**src/rtl/core/assert_macros.svh**
```systemverilog
// Shared assertion macros for the record verifier.
// Each macro samples on the rising edge of clock.
`ifndef ASSERT_MACROS_SVH
`define ASSERT_MACROS_SVH

// Check a property outside of reset.
`define UPRV_ASSERT(lbl, prop, msg) \
   lbl: assert property (@(posedge clock) disable iff (reset) prop) else $error(msg);

// Check a property on every edge, reset included.
`define UPRV_ASSERT_ALWAYS(lbl, prop, msg) \
   lbl: assert property (@(posedge clock) prop) else $error(msg);

`endif

```
**src/rtl/core/uprv_pkg.sv**
```systemverilog
package uprv_pkg;

   // Package layout
   localparam int unsigned HEADER_BYTES       = 5;
   localparam int unsigned CHECK_BYTES        = 2;
   localparam int unsigned VERSION_OFFSET_DEF = 7;
   localparam int unsigned VERSION_BYTES      = 12;

   // Reset values
   localparam logic [15:0] CRC_INIT       = 16'hFFFF;
   localparam logic [31:0] FIRST_LEN_INIT = 32'h00FF_FFFF;

   // Register indexes
   localparam int unsigned CSR_INDEX_W = 3;
   localparam logic [CSR_INDEX_W-1:0] CSR_FIRST_TYPE  = 3'd0;
   localparam logic [CSR_INDEX_W-1:0] CSR_SECOND_TYPE = 3'd1;
   localparam logic [CSR_INDEX_W-1:0] CSR_FIRST_BASE  = 3'd2;
   localparam logic [CSR_INDEX_W-1:0] CSR_SECOND_BASE = 3'd3;
   localparam logic [CSR_INDEX_W-1:0] CSR_FILE_SIZE   = 3'd4;

   // Parser phases
   localparam logic [2:0] PH_HDR1  = 3'd0;
   localparam logic [2:0] PH_BODY1 = 3'd1;
   localparam logic [2:0] PH_HDR2  = 3'd2;
   localparam logic [2:0] PH_BODY2 = 3'd3;
   localparam logic [2:0] PH_TAIL  = 3'd4;

   // Status codes
   localparam logic [1:0] ST_BUSY     = 2'd0;
   localparam logic [1:0] ST_VALID    = 2'd1;
   localparam logic [1:0] ST_MISMATCH = 2'd2;
   localparam logic [1:0] ST_FORMAT   = 2'd3;

   typedef struct packed {
      logic        store_en;
      logic [31:0] store_addr;
      logic [7:0]  store_data;
      logic [1:0]  status;
      logic        finished;
      logic [31:0] version_major;
      logic [31:0] version_minor;
      logic [31:0] version_build;
   } result_type;

   // One byte of CRC-16/CCITT-FALSE (poly 0x1021, no reflection)
   function automatic logic [15:0] crc_byte(input logic [15:0] c, input logic [7:0] b);
      logic [7:0] x;
      x = c[15:8] ^ b;
      x = x ^ {4'b0000, x[7:4]};
      return {c[7:0], 8'h00} ^ {x[3:0], 12'h000} ^ {3'b000, x, 5'b00000} ^ {8'h00, x};
   endfunction

endpackage

```
**src/rtl/core/uprv_engine.sv**
```systemverilog
`include "assert_macros.svh"

module uprv_engine #(
   parameter int unsigned VERSION_OFFSET = uprv_pkg::VERSION_OFFSET_DEF
) (
   input  logic                             clock,
   input  logic                             reset,
   input  logic                             csr_wr_en,
   input  logic [uprv_pkg::CSR_INDEX_W-1:0] csr_index,
   input  logic [31:0]                      csr_wr_data,
   input  logic                             step_en,
   input  logic [7:0]                       data_byte,
   output uprv_pkg::result_type             res
);

   localparam logic [31:0] VerOfs   = 32'(VERSION_OFFSET);
   localparam logic [31:0] VerBytes = 32'(uprv_pkg::VERSION_BYTES);
   localparam logic [31:0] HdrBytes = 32'(uprv_pkg::HEADER_BYTES);
   localparam logic [31:0] ChkBytes = 32'(uprv_pkg::CHECK_BYTES);

   // Configuration registers
   logic [7:0]  first_type_ff, second_type_ff;
   logic [31:0] first_base_ff, second_base_ff, file_size_ff;

   // Parser state
   logic [2:0]  phase_ff, phase_in;
   logic [31:0] total_count_ff, total_count_in;
   logic [31:0] field_count_ff, field_count_in;
   logic [31:0] first_length_ff, first_length_in;
   logic [31:0] second_length_ff, second_length_in;
   logic [31:0] next_addr_ff, next_addr_in;
   logic [15:0] crc_ff, crc_in;
   logic [15:0] first_crc_ff, first_crc_in;
   logic [15:0] stored_first_ff, stored_first_in;
   logic [15:0] stored_second_ff, stored_second_in;
   logic [31:0] ver_ff [3];
   logic [31:0] ver_in [3];
   logic        err_ff, err_in;

   // Per-byte helpers
   logic        is_second;
   logic [31:0] cur_len;
   logic [7:0]  exp_type;
   logic [31:0] fc_inc;
   logic [31:0] hdr_len;
   logic        type_bad;
   logic [15:0] crc_next;
   logic [31:0] ver_k;
   logic        ver_hit;
   logic [1:0]  ver_sel;
   logic [31:0] total_inc;
   logic        fin;

   assign is_second = (phase_ff == uprv_pkg::PH_HDR2) || (phase_ff == uprv_pkg::PH_BODY2);
   assign cur_len   = is_second ? second_length_ff : first_length_ff;
   assign exp_type  = is_second ? second_type_ff : first_type_ff;
   assign fc_inc    = field_count_ff + 32'd1;
   assign hdr_len   = (field_count_ff == '0) ? '0 : {cur_len[23:0], data_byte};
   assign type_bad  = (field_count_ff == '0) && (data_byte != exp_type);
   assign crc_next  = uprv_pkg::crc_byte(crc_ff, data_byte);
   assign ver_k     = total_count_ff - VerOfs;
   assign ver_hit   = !err_ff && (total_count_ff >= VerOfs) && (ver_k < VerBytes);
   assign ver_sel   = ver_k[3:2];
   assign total_inc = total_count_ff + 32'd1;
   assign fin       = total_inc >= file_size_ff;

   // Step the parser on one byte
   always_comb begin
      phase_in         = phase_ff;
      total_count_in   = total_count_ff;
      field_count_in   = field_count_ff;
      first_length_in  = first_length_ff;
      second_length_in = second_length_ff;
      next_addr_in     = next_addr_ff;
      crc_in           = crc_ff;
      first_crc_in     = first_crc_ff;
      stored_first_in  = stored_first_ff;
      stored_second_in = stored_second_ff;
      ver_in           = ver_ff;
      err_in           = err_ff;
      res              = '0;

      if (step_en) begin
         // capture version words by absolute position
         if (ver_hit) begin
            ver_in[ver_sel] = {ver_ff[ver_sel][23:0], data_byte};
         end

         if (!err_ff) begin
            unique case (phase_ff)
               uprv_pkg::PH_HDR1, uprv_pkg::PH_HDR2: begin
                  if (type_bad) begin
                     err_in = 1'b1;
                  end else begin
                     if (is_second) second_length_in = hdr_len;
                     else           first_length_in  = hdr_len;
                     field_count_in = fc_inc;
                     if (fc_inc >= HdrBytes) begin
                        if (hdr_len < ChkBytes) begin
                           err_in = 1'b1;
                        end else begin
                           field_count_in = '0;
                           next_addr_in   = is_second ? second_base_ff : first_base_ff;
                           crc_in         = uprv_pkg::CRC_INIT;
                           phase_in       = is_second ? uprv_pkg::PH_BODY2 : uprv_pkg::PH_BODY1;
                        end
                     end
                  end
               end
               uprv_pkg::PH_BODY1, uprv_pkg::PH_BODY2: begin
                  res.store_en   = 1'b1;
                  res.store_addr = next_addr_ff;
                  res.store_data = data_byte;
                  if (field_count_ff < ChkBytes) begin
                     if (is_second) stored_second_in = {stored_second_ff[7:0], data_byte};
                     else           stored_first_in  = {stored_first_ff[7:0], data_byte};
                  end else begin
                     crc_in = crc_next;
                  end
                  next_addr_in   = next_addr_ff + 32'd1;
                  field_count_in = fc_inc;
                  if (fc_inc >= cur_len) begin
                     field_count_in = '0;
                     if (is_second) begin
                        phase_in = uprv_pkg::PH_TAIL;
                     end else begin
                        first_crc_in = crc_in;
                        phase_in     = uprv_pkg::PH_HDR2;
                     end
                  end
               end
               default: ;
            endcase
         end

         total_count_in = total_inc;
         res.status     = err_in ? uprv_pkg::ST_FORMAT : uprv_pkg::ST_BUSY;
         if (fin) begin
            res.finished = 1'b1;
            if (err_in || (phase_in != uprv_pkg::PH_TAIL)) begin
               res.status = uprv_pkg::ST_FORMAT;
            end else if ((first_crc_in == stored_first_in) && (crc_in == stored_second_in)) begin
               res.status = uprv_pkg::ST_VALID;
            end else begin
               res.status = uprv_pkg::ST_MISMATCH;
            end
         end
         res.version_major = ver_in[0];
         res.version_minor = ver_in[1];
         res.version_build = ver_in[2];

         // drop all package state after the verdict
         if (fin) begin
            phase_in         = uprv_pkg::PH_HDR1;
            total_count_in   = '0;
            field_count_in   = '0;
            first_length_in  = uprv_pkg::FIRST_LEN_INIT;
            second_length_in = '0;
            next_addr_in     = '0;
            crc_in           = uprv_pkg::CRC_INIT;
            first_crc_in     = '0;
            stored_first_in  = '0;
            stored_second_in = '0;
            ver_in[0]        = '0;
            ver_in[1]        = '0;
            ver_in[2]        = '0;
            err_in           = 1'b0;
         end
      end
   end

   // Configuration writes
   always_ff @(posedge clock) begin
      if (reset) begin
         first_type_ff  <= 8'd0;
         second_type_ff <= 8'd1;
         first_base_ff  <= '0;
         second_base_ff <= '0;
         file_size_ff   <= '0;
      end else if (csr_wr_en) begin
         unique case (csr_index)
            uprv_pkg::CSR_FIRST_TYPE:  first_type_ff  <= csr_wr_data[7:0];
            uprv_pkg::CSR_SECOND_TYPE: second_type_ff <= csr_wr_data[7:0];
            uprv_pkg::CSR_FIRST_BASE:  first_base_ff  <= csr_wr_data;
            uprv_pkg::CSR_SECOND_BASE: second_base_ff <= csr_wr_data;
            uprv_pkg::CSR_FILE_SIZE:   file_size_ff   <= csr_wr_data;
            default: ;
         endcase
      end
   end

   // Parser state registers
   always_ff @(posedge clock) begin
      if (reset) begin
         phase_ff         <= uprv_pkg::PH_HDR1;
         total_count_ff   <= '0;
         field_count_ff   <= '0;
         first_length_ff  <= uprv_pkg::FIRST_LEN_INIT;
         second_length_ff <= '0;
         next_addr_ff     <= '0;
         crc_ff           <= uprv_pkg::CRC_INIT;
         first_crc_ff     <= '0;
         stored_first_ff  <= '0;
         stored_second_ff <= '0;
         ver_ff[0]        <= '0;
         ver_ff[1]        <= '0;
         ver_ff[2]        <= '0;
         err_ff           <= 1'b0;
      end else begin
         phase_ff         <= phase_in;
         total_count_ff   <= total_count_in;
         field_count_ff   <= field_count_in;
         first_length_ff  <= first_length_in;
         second_length_ff <= second_length_in;
         next_addr_ff     <= next_addr_in;
         crc_ff           <= crc_in;
         first_crc_ff     <= first_crc_in;
         stored_first_ff  <= stored_first_in;
         stored_second_ff <= stored_second_in;
         ver_ff           <= ver_in;
         err_ff           <= err_in;
      end
   end

   `UPRV_ASSERT(a_no_store_after_error, step_en && err_ff |-> !res.store_en, "store after format error")
   `UPRV_ASSERT(a_clear_after_verdict, step_en && res.finished |=> (total_count_ff == '0) && (phase_ff == uprv_pkg::PH_HDR1) && !err_ff, "state not cleared after verdict")
   `UPRV_ASSERT(a_body1_count, (phase_ff == uprv_pkg::PH_BODY1) |-> (field_count_ff < first_length_ff), "first body count past length")

endmodule

```
**src/rtl/core/uprv_out_reg.sv**
```systemverilog
module uprv_out_reg (
   input  logic                 clock,
   input  logic                 reset,
   input  logic                 load,
   input  uprv_pkg::result_type res,
   input  logic                 rsp_stall,
   output logic                 ready,
   output logic                 rsp_valid,
   output uprv_pkg::result_type res_out
);

   logic                 valid_ff, valid_in;
   uprv_pkg::result_type res_ff;

   // Take a new result when empty or when the held one transfers
   assign ready     = !valid_ff || !rsp_stall;
   assign valid_in  = load || (valid_ff && rsp_stall);
   assign rsp_valid = valid_ff;
   assign res_out   = res_ff;

   always_ff @(posedge clock) begin
      if (reset) begin
         valid_ff <= 1'b0;
      end else begin
         valid_ff <= valid_in;
      end
   end

   // Hold the payload until the next load
   always_ff @(posedge clock) begin
      if (load) begin
         res_ff <= res;
      end
   end

endmodule

```
**src/rtl/core/update_package_record_verifier_unit.sv**
```systemverilog
// Update-package record verifier.
// The req channel carries one package byte per transfer (req_data_byte);
// the rsp channel returns exactly one result per byte, in order: the flash
// store request for body bytes, the running status, the version words and,
// on the byte that reaches file_size, the finished flag with the verdict.
// Both channels use valid/stall; a transfer happens when valid is high and
// stall is low. Registers are written through csr_wr_en/csr_index/csr_wr_data;
// the user must write them only while no byte is in flight; the block does not enforce it.
// A byte lands in the input register, then the parser step runs
// combinationally into the result register. Throughput is one byte per
// cycle while rsp_stall is low; the parser state update (CRC byte step and
// length compare) is the feedback loop that sets it.
// When rsp_stall holds a result, one more byte is still taken into the input
// register; req_stall rises only when both registers are full.
// A synchronous reset empties both registers, restores the register defaults
// and returns the parser to the first record header.
`include "assert_macros.svh"

module update_package_record_verifier_unit #(
   parameter int unsigned VERSION_OFFSET = uprv_pkg::VERSION_OFFSET_DEF
) (
   input  logic                             clock,
   input  logic                             reset,
   input  logic                             csr_wr_en,
   input  logic [uprv_pkg::CSR_INDEX_W-1:0] csr_index,
   input  logic [31:0]                      csr_wr_data,
   input  logic                             req_valid,
   output logic                             req_stall,
   input  logic [7:0]                       req_data_byte,
   output logic                             rsp_valid,
   input  logic                             rsp_stall,
   output logic                             rsp_store_en,
   output logic [31:0]                      rsp_store_addr,
   output logic [7:0]                       rsp_store_data,
   output logic [1:0]                       rsp_status,
   output logic                             rsp_finished,
   output logic [31:0]                      rsp_version_major,
   output logic [31:0]                      rsp_version_minor,
   output logic [31:0]                      rsp_version_build
);

   logic                 in_valid_ff, in_valid_in;
   logic [7:0]           in_byte_ff;
   logic                 out_ready;
   logic                 advance;
   logic                 req_take;
   uprv_pkg::result_type step_res;
   uprv_pkg::result_type out_res;

   // Move the held byte on when the result register can take it
   assign advance     = in_valid_ff && out_ready;
   assign req_stall   = in_valid_ff && !advance;
   assign req_take    = req_valid && !req_stall;
   assign in_valid_in = req_take || (in_valid_ff && !advance);

   always_ff @(posedge clock) begin
      if (reset) begin
         in_valid_ff <= 1'b0;
      end else begin
         in_valid_ff <= in_valid_in;
      end
   end

   always_ff @(posedge clock) begin
      if (req_take) begin
         in_byte_ff <= req_data_byte;
      end
   end

   uprv_engine #(
      .VERSION_OFFSET(VERSION_OFFSET)
   ) u_engine (
      .clock       (clock),
      .reset       (reset),
      .csr_wr_en   (csr_wr_en),
      .csr_index   (csr_index),
      .csr_wr_data (csr_wr_data),
      .step_en     (advance),
      .data_byte   (in_byte_ff),
      .res         (step_res)
   );

   uprv_out_reg u_out_reg (
      .clock     (clock),
      .reset     (reset),
      .load      (advance),
      .res       (step_res),
      .rsp_stall (rsp_stall),
      .ready     (out_ready),
      .rsp_valid (rsp_valid),
      .res_out   (out_res)
   );

   // Unpack the result register onto the ports
   assign rsp_store_en      = out_res.store_en;
   assign rsp_store_addr    = out_res.store_addr;
   assign rsp_store_data    = out_res.store_data;
   assign rsp_status        = out_res.status;
   assign rsp_finished      = out_res.finished;
   assign rsp_version_major = out_res.version_major;
   assign rsp_version_minor = out_res.version_minor;
   assign rsp_version_build = out_res.version_build;

   `UPRV_ASSERT(a_take_lands, req_take |=> in_valid_ff, "transferred byte not held")
   `UPRV_ASSERT(a_hold_on_full, in_valid_ff && rsp_valid && rsp_stall |-> req_stall, "input taken with both stages full")

endmodule
```
**config.mk**
```make
export PLATFORM = sky130hd
export DESIGN_NAME = update_package_record_verifier_unit
export DESIGN_NICKNAME = d
export VERILOG_FILES = /design/src/rtl/core/uprv_pkg.sv /design/src/rtl/core/uprv_engine.sv /design/src/rtl/core/uprv_out_reg.sv /design/src/rtl/core/update_package_record_verifier_unit.sv
export VERILOG_INCLUDE_DIRS = /design/src /design/src/rtl/core
export SDC_FILE = /design/constraint.sdc
export NUM_CORES = 1
export LEC_CHECK = 0
export BUFFER_PORTS_ARGS = -buffer_cell sky130_fd_sc_hd__buf_2
export CAP_MARGIN = 40
export CORE_ASPECT_RATIO = 0.75
export CORE_MARGIN = 2
export CORE_UTILIZATION = 60
export DETAILED_ROUTE_END_ITERATION = 12
export PLACE_DENSITY = 0.79
export SYNTH_ARGS = -nofsm -noshare
export SYNTH_HDL_FRONTEND = slang
export SYNTH_SLANG_ARGS = --single-unit
```
**constraint.sdc**
```tcl
create_clock -name clock -period 7.59 [get_ports clock]
set_input_delay 1.1385 -clock clock [delete_from_list [all_inputs] [get_ports clock]]
set_output_delay 1.1385 -clock clock [all_outputs]
set_load 0.02 [all_outputs]
```
-- After elaboration in Yosys (flattened, before gate mapping)
Index checks and enable logic that the tools add are counted.
- add/subtract/negate cells: 4
- order comparisons: 9
- equality and inequality tests: 17
- multiplexer cells: 84
- bitwise gates (word level): 7
- reductions and logical operators: 37
- operators with widths (cell ; number):
    32-bit 2-to-1 mux ; 26
    16-bit 2-to-1 mux ; 25
    96-bit 2-to-1 mux ; 2
    32-bit case mux with 2 select lines ; 2
    32-bit by 1-bit adder with 32-bit output (second input constant) ; 3
    96-bit bitwise mux ; 1
    32-bit binary-select mux with 2-bit select ; 1
    32-bit demux with 2-bit select ; 1
    32-bit by 3-bit >= comparator with 1-bit output (second input constant) ; 2
    32-bit >= comparator ; 2
    32-bit by 2-bit less-than comparator with 1-bit output (second input constant) ; 2
    24-bit 2-to-1 mux ; 2
    41-bit 2-to-1 mux ; 1
    16-bit == test ; 2
    32-bit zero test ; 1
    32-bit by 4-bit less-than comparator with 1-bit output (second input constant) ; 1
    16-bit case mux with 2 select lines ; 1
    32-bit by 3-bit subtractor with 32-bit output (second input constant) ; 1
    3-bit 2-to-1 mux ; 9
    16-bit by 13-bit bitwise XOR with 16-bit output ; 1
    16-bit bitwise XOR ; 1
    16-bit by 8-bit bitwise XOR with 16-bit output ; 1
    3-bit by 2-bit == test with 1-bit output (second input constant) ; 4
    2-bit AND reduction ; 5
    other kinds (27) ; 61
- bits in registers: 586
- input port bits: 48
- output and inout bits: 142
- word-level logic and storage cells: 188

-- Depth between registers and ports, before layout
Gate-level depths: netlist (run 1).
- word-level depth: 16
- mapped depth: 28
- depth with buffers taken out: 24

-- Hierarchy
From an unflattened synthesis (run 1), not the netlist that was laid out.
- cell total of the unflattened synthesis: 3475
- area, all modules: 29891.2 um^2
- by module, submodules not included (module ; instances ; cells each ; area an instance (um^2) ; seq. area each (um^2)):
    uprv_engine ; 1 ; 3318 ; 25358.1 ; 8728.4
    uprv_out_reg ; 1 ; 144 ; 4236.6 ; 4224.1
    update_package_record_verifier_unit ; 1 ; 13 ; 296.5 ; 260.2

-- Worst setup path after synthesis (run 1)
OpenSTA, ideal clock, no wires.
- path kind: input -> register
- start point: input rsp_stall
- end point: register u_engine.crc_ff[15]
- library setup time: 0.157 ns
- arrival time: 6.307 ns
- setup slack: 1.126 ns
- cell stages on the path: 7
- cell sequence: nand2_1 > nand2_1 > inv_1 > clkbuf_1 > clkbuf_1 > o21ai_0 > o211ai_1
- cells in the longest elaborated chain, start to end: 3
- RTL lines (element ; line ; RTL):
    start, declared ; update_package_record_verifier_unit.sv:31 ; input logic rsp_stall,
    1-bit zero test ; uprv_out_reg.sv:16 ; assign ready = !valid_ff || !rsp_stall;
    1-bit logical OR ; uprv_out_reg.sv:16 ;
    1-bit logical AND ; update_package_record_verifier_unit.sv:51 ; assign advance = in_valid_ff && out_ready;
    named net advance ; update_package_record_verifier_unit.sv:45 ; logic advance;
    end signal, assigned ; uprv_engine.sv:201 ; crc_ff <= uprv_pkg::CRC_INIT;
    end signal, assigned ; uprv_engine.sv:216 ; crc_ff <= crc_in;
    end, declared ; uprv_engine.sv:32 ; logic [15:0] crc_ff, crc_in;
The timed path passes the listed nets, and every way through them passes these cells.
A chain may end at the register's enable or synchronous reset.

-- Final worst setup path (run 1)
- start point: register u_engine.total_count_ff[0]
- end point: register u_engine.total_count_ff[15]
- cells in the longest elaborated chain, start to end: 3
- RTL lines (element ; line ; RTL):
    start, declared ; uprv_engine.sv:27 ; logic [31:0] total_count_ff, total_count_in;
    start signal, assigned ; uprv_engine.sv:211 ; total_count_ff <= total_count_in;
    32-bit by 1-bit adder with 32-bit output * ; uprv_engine.sv:64 ; assign total_inc = total_count_ff + 32'd1;
    32-bit >= comparator ; uprv_engine.sv:65 ; assign fin = total_inc >= file_size_ff;
    32-bit 2-to-1 mux * ; uprv_engine.sv:153 ; if (fin) begin
Every way passes the cells marked *; elsewhere a longest branch is shown, timed or not.

==> reports/results.ini, run 1 <==
[pwr]
power_density_nw_per_um2 = 202
vdd_drop_max_v = 0.000197
leakage_uw = 0.0121

[timing]
hold_violations = 0
skew_ns = 0.0178
setup_viol = 0
grt_setup_unrepaired = false
maxSlewHeadroom_pct = 12.2
whs_ns = 0.455
final.min_clock_period_ns = 7.00
finalCritPeriodShare_pct = 92.3
tightestPinTransition_ns = 1.32
fin_tns_setup_ns = 0
final.setup.worst_slack_ns = 0.586
fmax_ghz = 0.143
slew_violations = 0

[cells_and_area]
areaGrowthSynthToFinish_pct = 10.5
largest_reg_flops = 140
n_fill_cell = 3962
utilization_pct = 66.8
nNetsFinal = 3647
drive_gt1_share_pct = 12.8

[synthesis]
synth-seq-cells = 586
synth_top_area_share_pct = 29.1
synth-seq-area-share_pct = 43.8
yosys_warnings = 0
synth_edf_count = 148
synthArstFlopShare_pct = 0
synthFlopType = dfxtp_1
syn_area_um2 = 30100
synth_cell_types = 98
synth_area_leaders = dfxtp_1 29%, edfxtp_1 15%, nand2_1 6.2%
postSynthNetCount = 3613
synth_area_leader_cell = dfxtp_1
avgSynthCellArea_um2 = 8.62
postSynthCellCount = 3495

[route]
drcViolationCount = 0
vias = 27000
postRouteAntennaNets = 0
wl_per_cell_um = 21.2
drt_pre_antenna_iters = 8
drt_iter0_markers = 3388
avgViaCountPerCell = 6.38
wl_um = 89700

[clock_tree]
cts_resized = 0
path_clk_slew_ns = 0.06
cts_htree_levels = 2
clock_latency_ns = 0.63
post-cts-setup-buffers = 0
cts-hold-fix-buffers = 0
cts_inserted_buffers = 57
tritoncts = yes
root_buffer = clkbuf_16
max-clock-path-buffers = 3
clock-sinks = 586

[critical_path]
critPathLaunchType = register
crit_arrival_ns = 7.45
setup.worst_path.start = u_engine.total_count_ff[0]$_SDFFE_PP0P_
r2r_start = u_engine.total_count_ff[0]$_SDFFE_PP0P_
worstSetupPathType = register to register
r2r_setup_slack_ns = 0.59
worstPathRequired_ns = 8.04
critical_path.endpoint = u_engine.total_count_ff[15]$_SDFFE_PP0P_
rr_endpoint = u_engine.total_count_ff[15]$_SDFFE_PP0P_
reg2regPathDepth = 26
crit_fanout = 22
critPathCaptureType = register

[floorplanning]
die-area_um2 = 52100
io_pins = 190
rows = 71
start_util_pct = 60.5
die_x_um = 263
die_h_um = 198
coreArea_um2 = 49800

[worst_hold_path]
hold_class = register to register
min_from = u_engine.first_base_ff[3]$_SDFFE_PP0P_

[global_route]
grt_overflow = 0
grt_pass1_wl_um = 139000
gr-usage-all-layers_pct = 33.4
grt_max_degree = 226
antenna_found_initial = 5
grt_pass1_vias = 25300

[run_status]
status = finished clean

[placed_design]
io_buffers = 189
pre_cts_ws_ns = 0.857
routabilityCongestion = 0.990
hpwl_um = 60700

[job]
cap_violations = 0

==> critical path, stage by stage (launching register included) <==
cell and delay, ns:
dfxtp_1 0.44, ha_1 0.41, and3_1 0.27, and3_1 0.24, and3_1 0.27, and2_1 0.22
and3_1 0.24, and3_1 0.27, and2_1 0.22, and4_1 0.30, and2_1 0.23, xor2_1 0.11
ha_1 0.31, nand4_1 0.10, nor2_1 0.21, o2111ai_1 0.15, a2111oi_0 0.82, nor4_2 0.05
buf_4 0.27, inv_2 0.47, buf_4 0.35, nor2_1 0.22, buf_4 0.30, nand2_1 0.08
nor2_1 0.04, a21oi_1 0.15, nor2_1 0.06
==> Yosys cell counts, drive strengths merged (5+ instances only) <==
cell type / count
nor2b: 12
o21ai: 154
mux2: 53
o2111ai: 11
a21boi: 5
mux2i: 120
o21a: 29
and4: 7
nand2b: 13
buf: 63
or3: 25
nand3: 67
edfxtp: 148
o32ai: 5
xor2: 54
nor4: 42
o22ai: 20
nand3b: 13
a31oi: 11
a2111oi: 36
dfxtp: 438
or4: 10
o211ai: 38
and2: 55
nor3b: 8
clkbuf: 219
nand4: 39
a21o: 23
nor3: 71
a211oi: 9
a21oi: 303
and3: 37
ha: 70
or2: 11
a22oi: 161
nor2: 385
inv: 75
nand2: 501
xnor2: 91
==> kinds of logic (layout without fill, tap and decap cells) <==
| family | count (synthesis) | count (layout) | synth area share [%] |
|---|---|---|---|
| simple gates | 1308 | 1308 | 20.1 |
| other cells | 0 | 2 | 0 |
| flops | 586 | 586 | 43.8 |
| mux | 173 | 173 | 6.02 |
| fa+ha+maj | 71 | 71 | 2.94 |
| compound gates | 852 | 852 | 17.9 |
| buf+inv | 359 | 442 | 4.86 |
| xor+xnor | 146 | 146 | 4.34 |
==> how the worst min path moves through the flow <==
stage,end,cells past startpoint,slack [ns]
6_report,u_engine.first_base_ff[3]$_SDFFE_PP0P_,2,0.45
5_1_grt,u_engine.file_size_ff[21]$_SDFFE_PP0P_,2,0.47
4_1_cts,u_engine.second_type_ff[1]$_SDFFE_PP0P_,2,0.46
3_5_place_dp,u_engine.second_type_ff[1]$_SDFFE_PP0P_,2,0.45
3_3_place_gp,u_engine.first_base_ff[3]$_SDFFE_PP0P_,2,0.44
2_1_floorplan,u_engine.first_base_ff[10]$_SDFFE_PP0P_,2,0.44
==> layout by cell type, fill, tap and decap left out, types with 66 or more instances in the layout <==
cell type and count:
inv_1 72, nand2_1 499, xnor2_1 89, nand3_1 66
nor3_1 66, a21oi_1 303, edfxtp_1 148, o21ai_0 146
ha_1 70, nor2_1 379, buf_2 189, mux2i_1 118
dfxtp_1 438, a22oi_1 161
==> stage by stage <==
step                instances  area, µm²  total power (µW)
floorplan                3495      30100              3770
global placement         4115      31300              3970
detailed placement       4127      31500              4000
CTS                      4235      33300              6720
global route             4237      33300              6900
finish                   4237      33300              6710
==> report_power, final <==
part	total, µW	leakage, µW	internal [µW]	switching (µW)
Combinational	644	0.00632	168	476
Sequential	3310	0.00487	3270	39.9
Clock	2760	0.000880	1510	1250
Total	6710	0.0121	4950	1770
==> per-layer routing <==
layer / part of all wire (%) / vias to the layer above / wire [µm] / global-route usage [%]
li1: - / 12500 / - / -
met1: 43 / 12900 / 38400 / 47.4
met2: 44 / 1401 / 39200 / 50.8
met3: 11 / 209 / 9600 / 7.59
met4: 2.8 / 4 / 2520 / 10.2
met5: 0.033 / - / 30 / 0
==> layout make-up <==
type | instances | area (µm²) | area share [%]
repair buffers | 257 | 1600 | 4.81
clock inverters | 25 | 191 | 0.575
flip-flops and latches | 586 | 13200 | 39.7
multi-input cells | 2550 | 15600 | 46.7
clock buffers | 83 | 1600 | 4.82
well taps | 657 | 822 | 2.47
diodes | 2 | 5.00 | 0.0150
inverters | 77 | 294 | 0.883
No activity file was read; power rests on OpenSTA's default activity.
==> inputs of run 2 (changes only) <==
--- a/config.mk
+++ b/config.mk
@@ -12,7 +12,9 @@
 export CORE_MARGIN = 2
 export CORE_UTILIZATION = 60
 export DETAILED_ROUTE_END_ITERATION = 12
+export GPL_TIMING_DRIVEN = 0
 export PLACE_DENSITY = 0.79
+export SKIP_CTS_REPAIR_TIMING = 1
 export SYNTH_ARGS = -nofsm -noshare
 export SYNTH_HDL_FRONTEND = slang
 export SYNTH_SLANG_ARGS = --single-unit
==> reports/results.ini, run 2 (synthesis results as in run 1) <==
[run_status]
status = finished clean

[pwr]
finalPower_uw = 7060
power_density_nw_per_um2 = 207
sequentialPowerShare_pct = 46.8
clockPowerShare_pct = 42.9
intPower_uw = 5160
vdd_drop_max_v = 0.000228
sw_frac_of_total_pct = 27.0
p_switching_uw = 1910
comb_power_share_pct = 10.3
leakage_uw = 0.0124

[floorplanning]
rows = 71
die-area_um2 = 52100
io_pins = 190
start_util_pct = 60.5
die_h_um = 198
coreArea_um2 = 49800
die_x_um = 263

[clock_tree]
root_buffer = clkbuf_16
clock_latency_ns = 0.65
cts_htree_levels = 2
max-clock-path-buffers = 3
path_clk_slew_ns = 0.07
clock-sinks = 586
tritoncts = yes
cts_inserted_buffers = 56

[cells_and_area]
design_area_um2 = 34200
final_cell_mix = 500 x nand2_1, 438 x dfxtp_1, 382 x nor2_1, 303 x a21oi_1, 220 x clkbuf_1
nNetsFinal = 3881
instances_no_fill = 4472
final_common_cell = nand2_1
areaGrowthSynthToFinish_pct = 13.5
utilization_pct = 68.6
drive_gt1_share_pct = 12.0
largest_reg_flops = 140

[timing]
fmax_ghz = 0.137
grt_setup_unrepaired = false
tightestPinTransition_ns = 1.07
slew_violations = 0
setup_viol = 0
whs_ns = 0.455
skew_ns = 0.0490
hold_violations = 0
final.min_clock_period_ns = 7.28
maxSlewHeadroom_pct = 28.0
finalCritPeriodShare_pct = 95.9

[job]
cap_violations = 0

[route]
drt_iter0_markers = 4276
drt_pre_antenna_iters = 6
wl_per_cell_um = 23.8
vias = 28400
drcViolationCount = 0
avgViaCountPerCell = 6.35
postRouteAntennaNets = 0
wl_um = 106000

[critical_path]
crit_arrival_ns = 7.62
worstSetupPathType = register to register
crit_family = buffers and inverters
critPathCaptureType = register
crit_chain = nor2b_1 -> buf_1 -> clkbuf_2 -> clkbuf_2 -> buf_1 -> buf_6 -> mux2i_1 -> ha_1 -> a21o_1 -> a21o_1 -> a21oi_1 -> o21ai_0 -> and2_1 -> clkbuf_1 -> nor2_1 -> a2111oi_0 -> a2111oi_0 -> nand4_1 -> nor4_2 -> and3_1 -> a21oi_1
critPathBufInv = 6
crit_fanout = 10
cpPeakStageDelay_ns = 0.62
worstPathRequired_ns = 7.93
cp_slowest_cell = buf_1
r2r_setup_slack_ns = 0.31
critPathLaunchType = register

[worst_hold_path]
hold_class = register to register

[placed_design]
placed_cells_incl_taps = 4361
postPlaceCellArea_um2 = 32200
hpwl_um = 79600
io_buffers = 188
routabilityCongestion = 1.03

[global_route]
grt_pass1_wl_um = 157000
grt_overflow = 0
grt_max_degree = 68
antenna_found_initial = 5
gr-usage-all-layers_pct = 39.9
grt_pass1_vias = 25600

-- run 2: through the flow --
step,setup TNS [ns],setup WS [ns]
final,0,0.309
after detailed placement,-0.0801,-0.0801
after CTS,-0.206,-0.149
after global routing,0,0.0685
after global placement,-245.23,-1.77
after floorplan,0,1.13
-- run 2: path summary, 6_finish.rpt --
path	depth (start not counted)	startpoint	endpoint
setup / recovery	21	u_engine.phase_ff[1]$_SDFFE_PP0P_	u_out_reg.res_out[98]$_DFFE_PP_
hold / removal	2	u_engine.first_base_ff[26]$_SDFFE_PP0P_	u_engine.first_base_ff[26]$_SDFFE_PP0P_
hold reg to reg	2	u_engine.first_base_ff[26]$_SDFFE_PP0P_	u_engine.first_base_ff[26]$_SDFFE_PP0P_
setup reg to reg	21	u_engine.phase_ff[1]$_SDFFE_PP0P_	u_out_reg.res_out[98]$_DFFE_PP_
-- run 2: power groups by stage --
stage	combinational [µW]	clock [µW]	sequential (µW)
after floorplan	350	0	3420
after global placement	674	0	3380
after detailed placement	689	0	3370
after CTS	695	3030	3300
after global routing	765	3150	3310
final	729	3030	3300
-- run 2: cell type report --
| class | count | area [µm²] |
|---|---|---|
| fillers | 4075 | 15600 |
| clock inverters | 36 | 455 |
| flip-flops and latches | 586 | 13200 |
| plain buffers | 281 | 1180 |
| diodes | 4 | 10.0 |
| multi-input cells | 2550 | 15500 |
| repair buffers | 211 | 1220 |
| inverters | 77 | 289 |
| well taps | 657 | 822 |
| clock buffers | 70 | 1520 |
-- run 2: worst register-to-register path, stage by stage (launching register included) --
cell and delay [ns]:
dfxtp_1 0.50, nor2b_1 0.25, buf_1 0.62, clkbuf_2 0.49, clkbuf_2 0.43, buf_1 0.27, buf_6 0.23, mux2i_1 0.25
ha_1 0.27, a21o_1 0.19, a21o_1 0.17, a21oi_1 0.12, o21ai_0 0.27, and2_1 0.29, clkbuf_1 0.23, nor2_1 0.53
a2111oi_0 0.22, a2111oi_0 0.60, nand4_1 0.24, nor4_2 0.32, and3_1 0.27, a21oi_1 0.21
-- run 2: metal layers --
| metal | up-vias | global-route usage [%] | wire length, µm |
|---|---|---|---|
| li1 | 13000 | - | - |
| met1 | 13700 | 58.8 | 46700 |
| met2 | 1653 | 54.1 | 42300 |
| met3 | 158 | 15.2 | 15200 |
| met4 | 4 | 9.90 | 2230 |
| met5 | - | 0 | 27 |
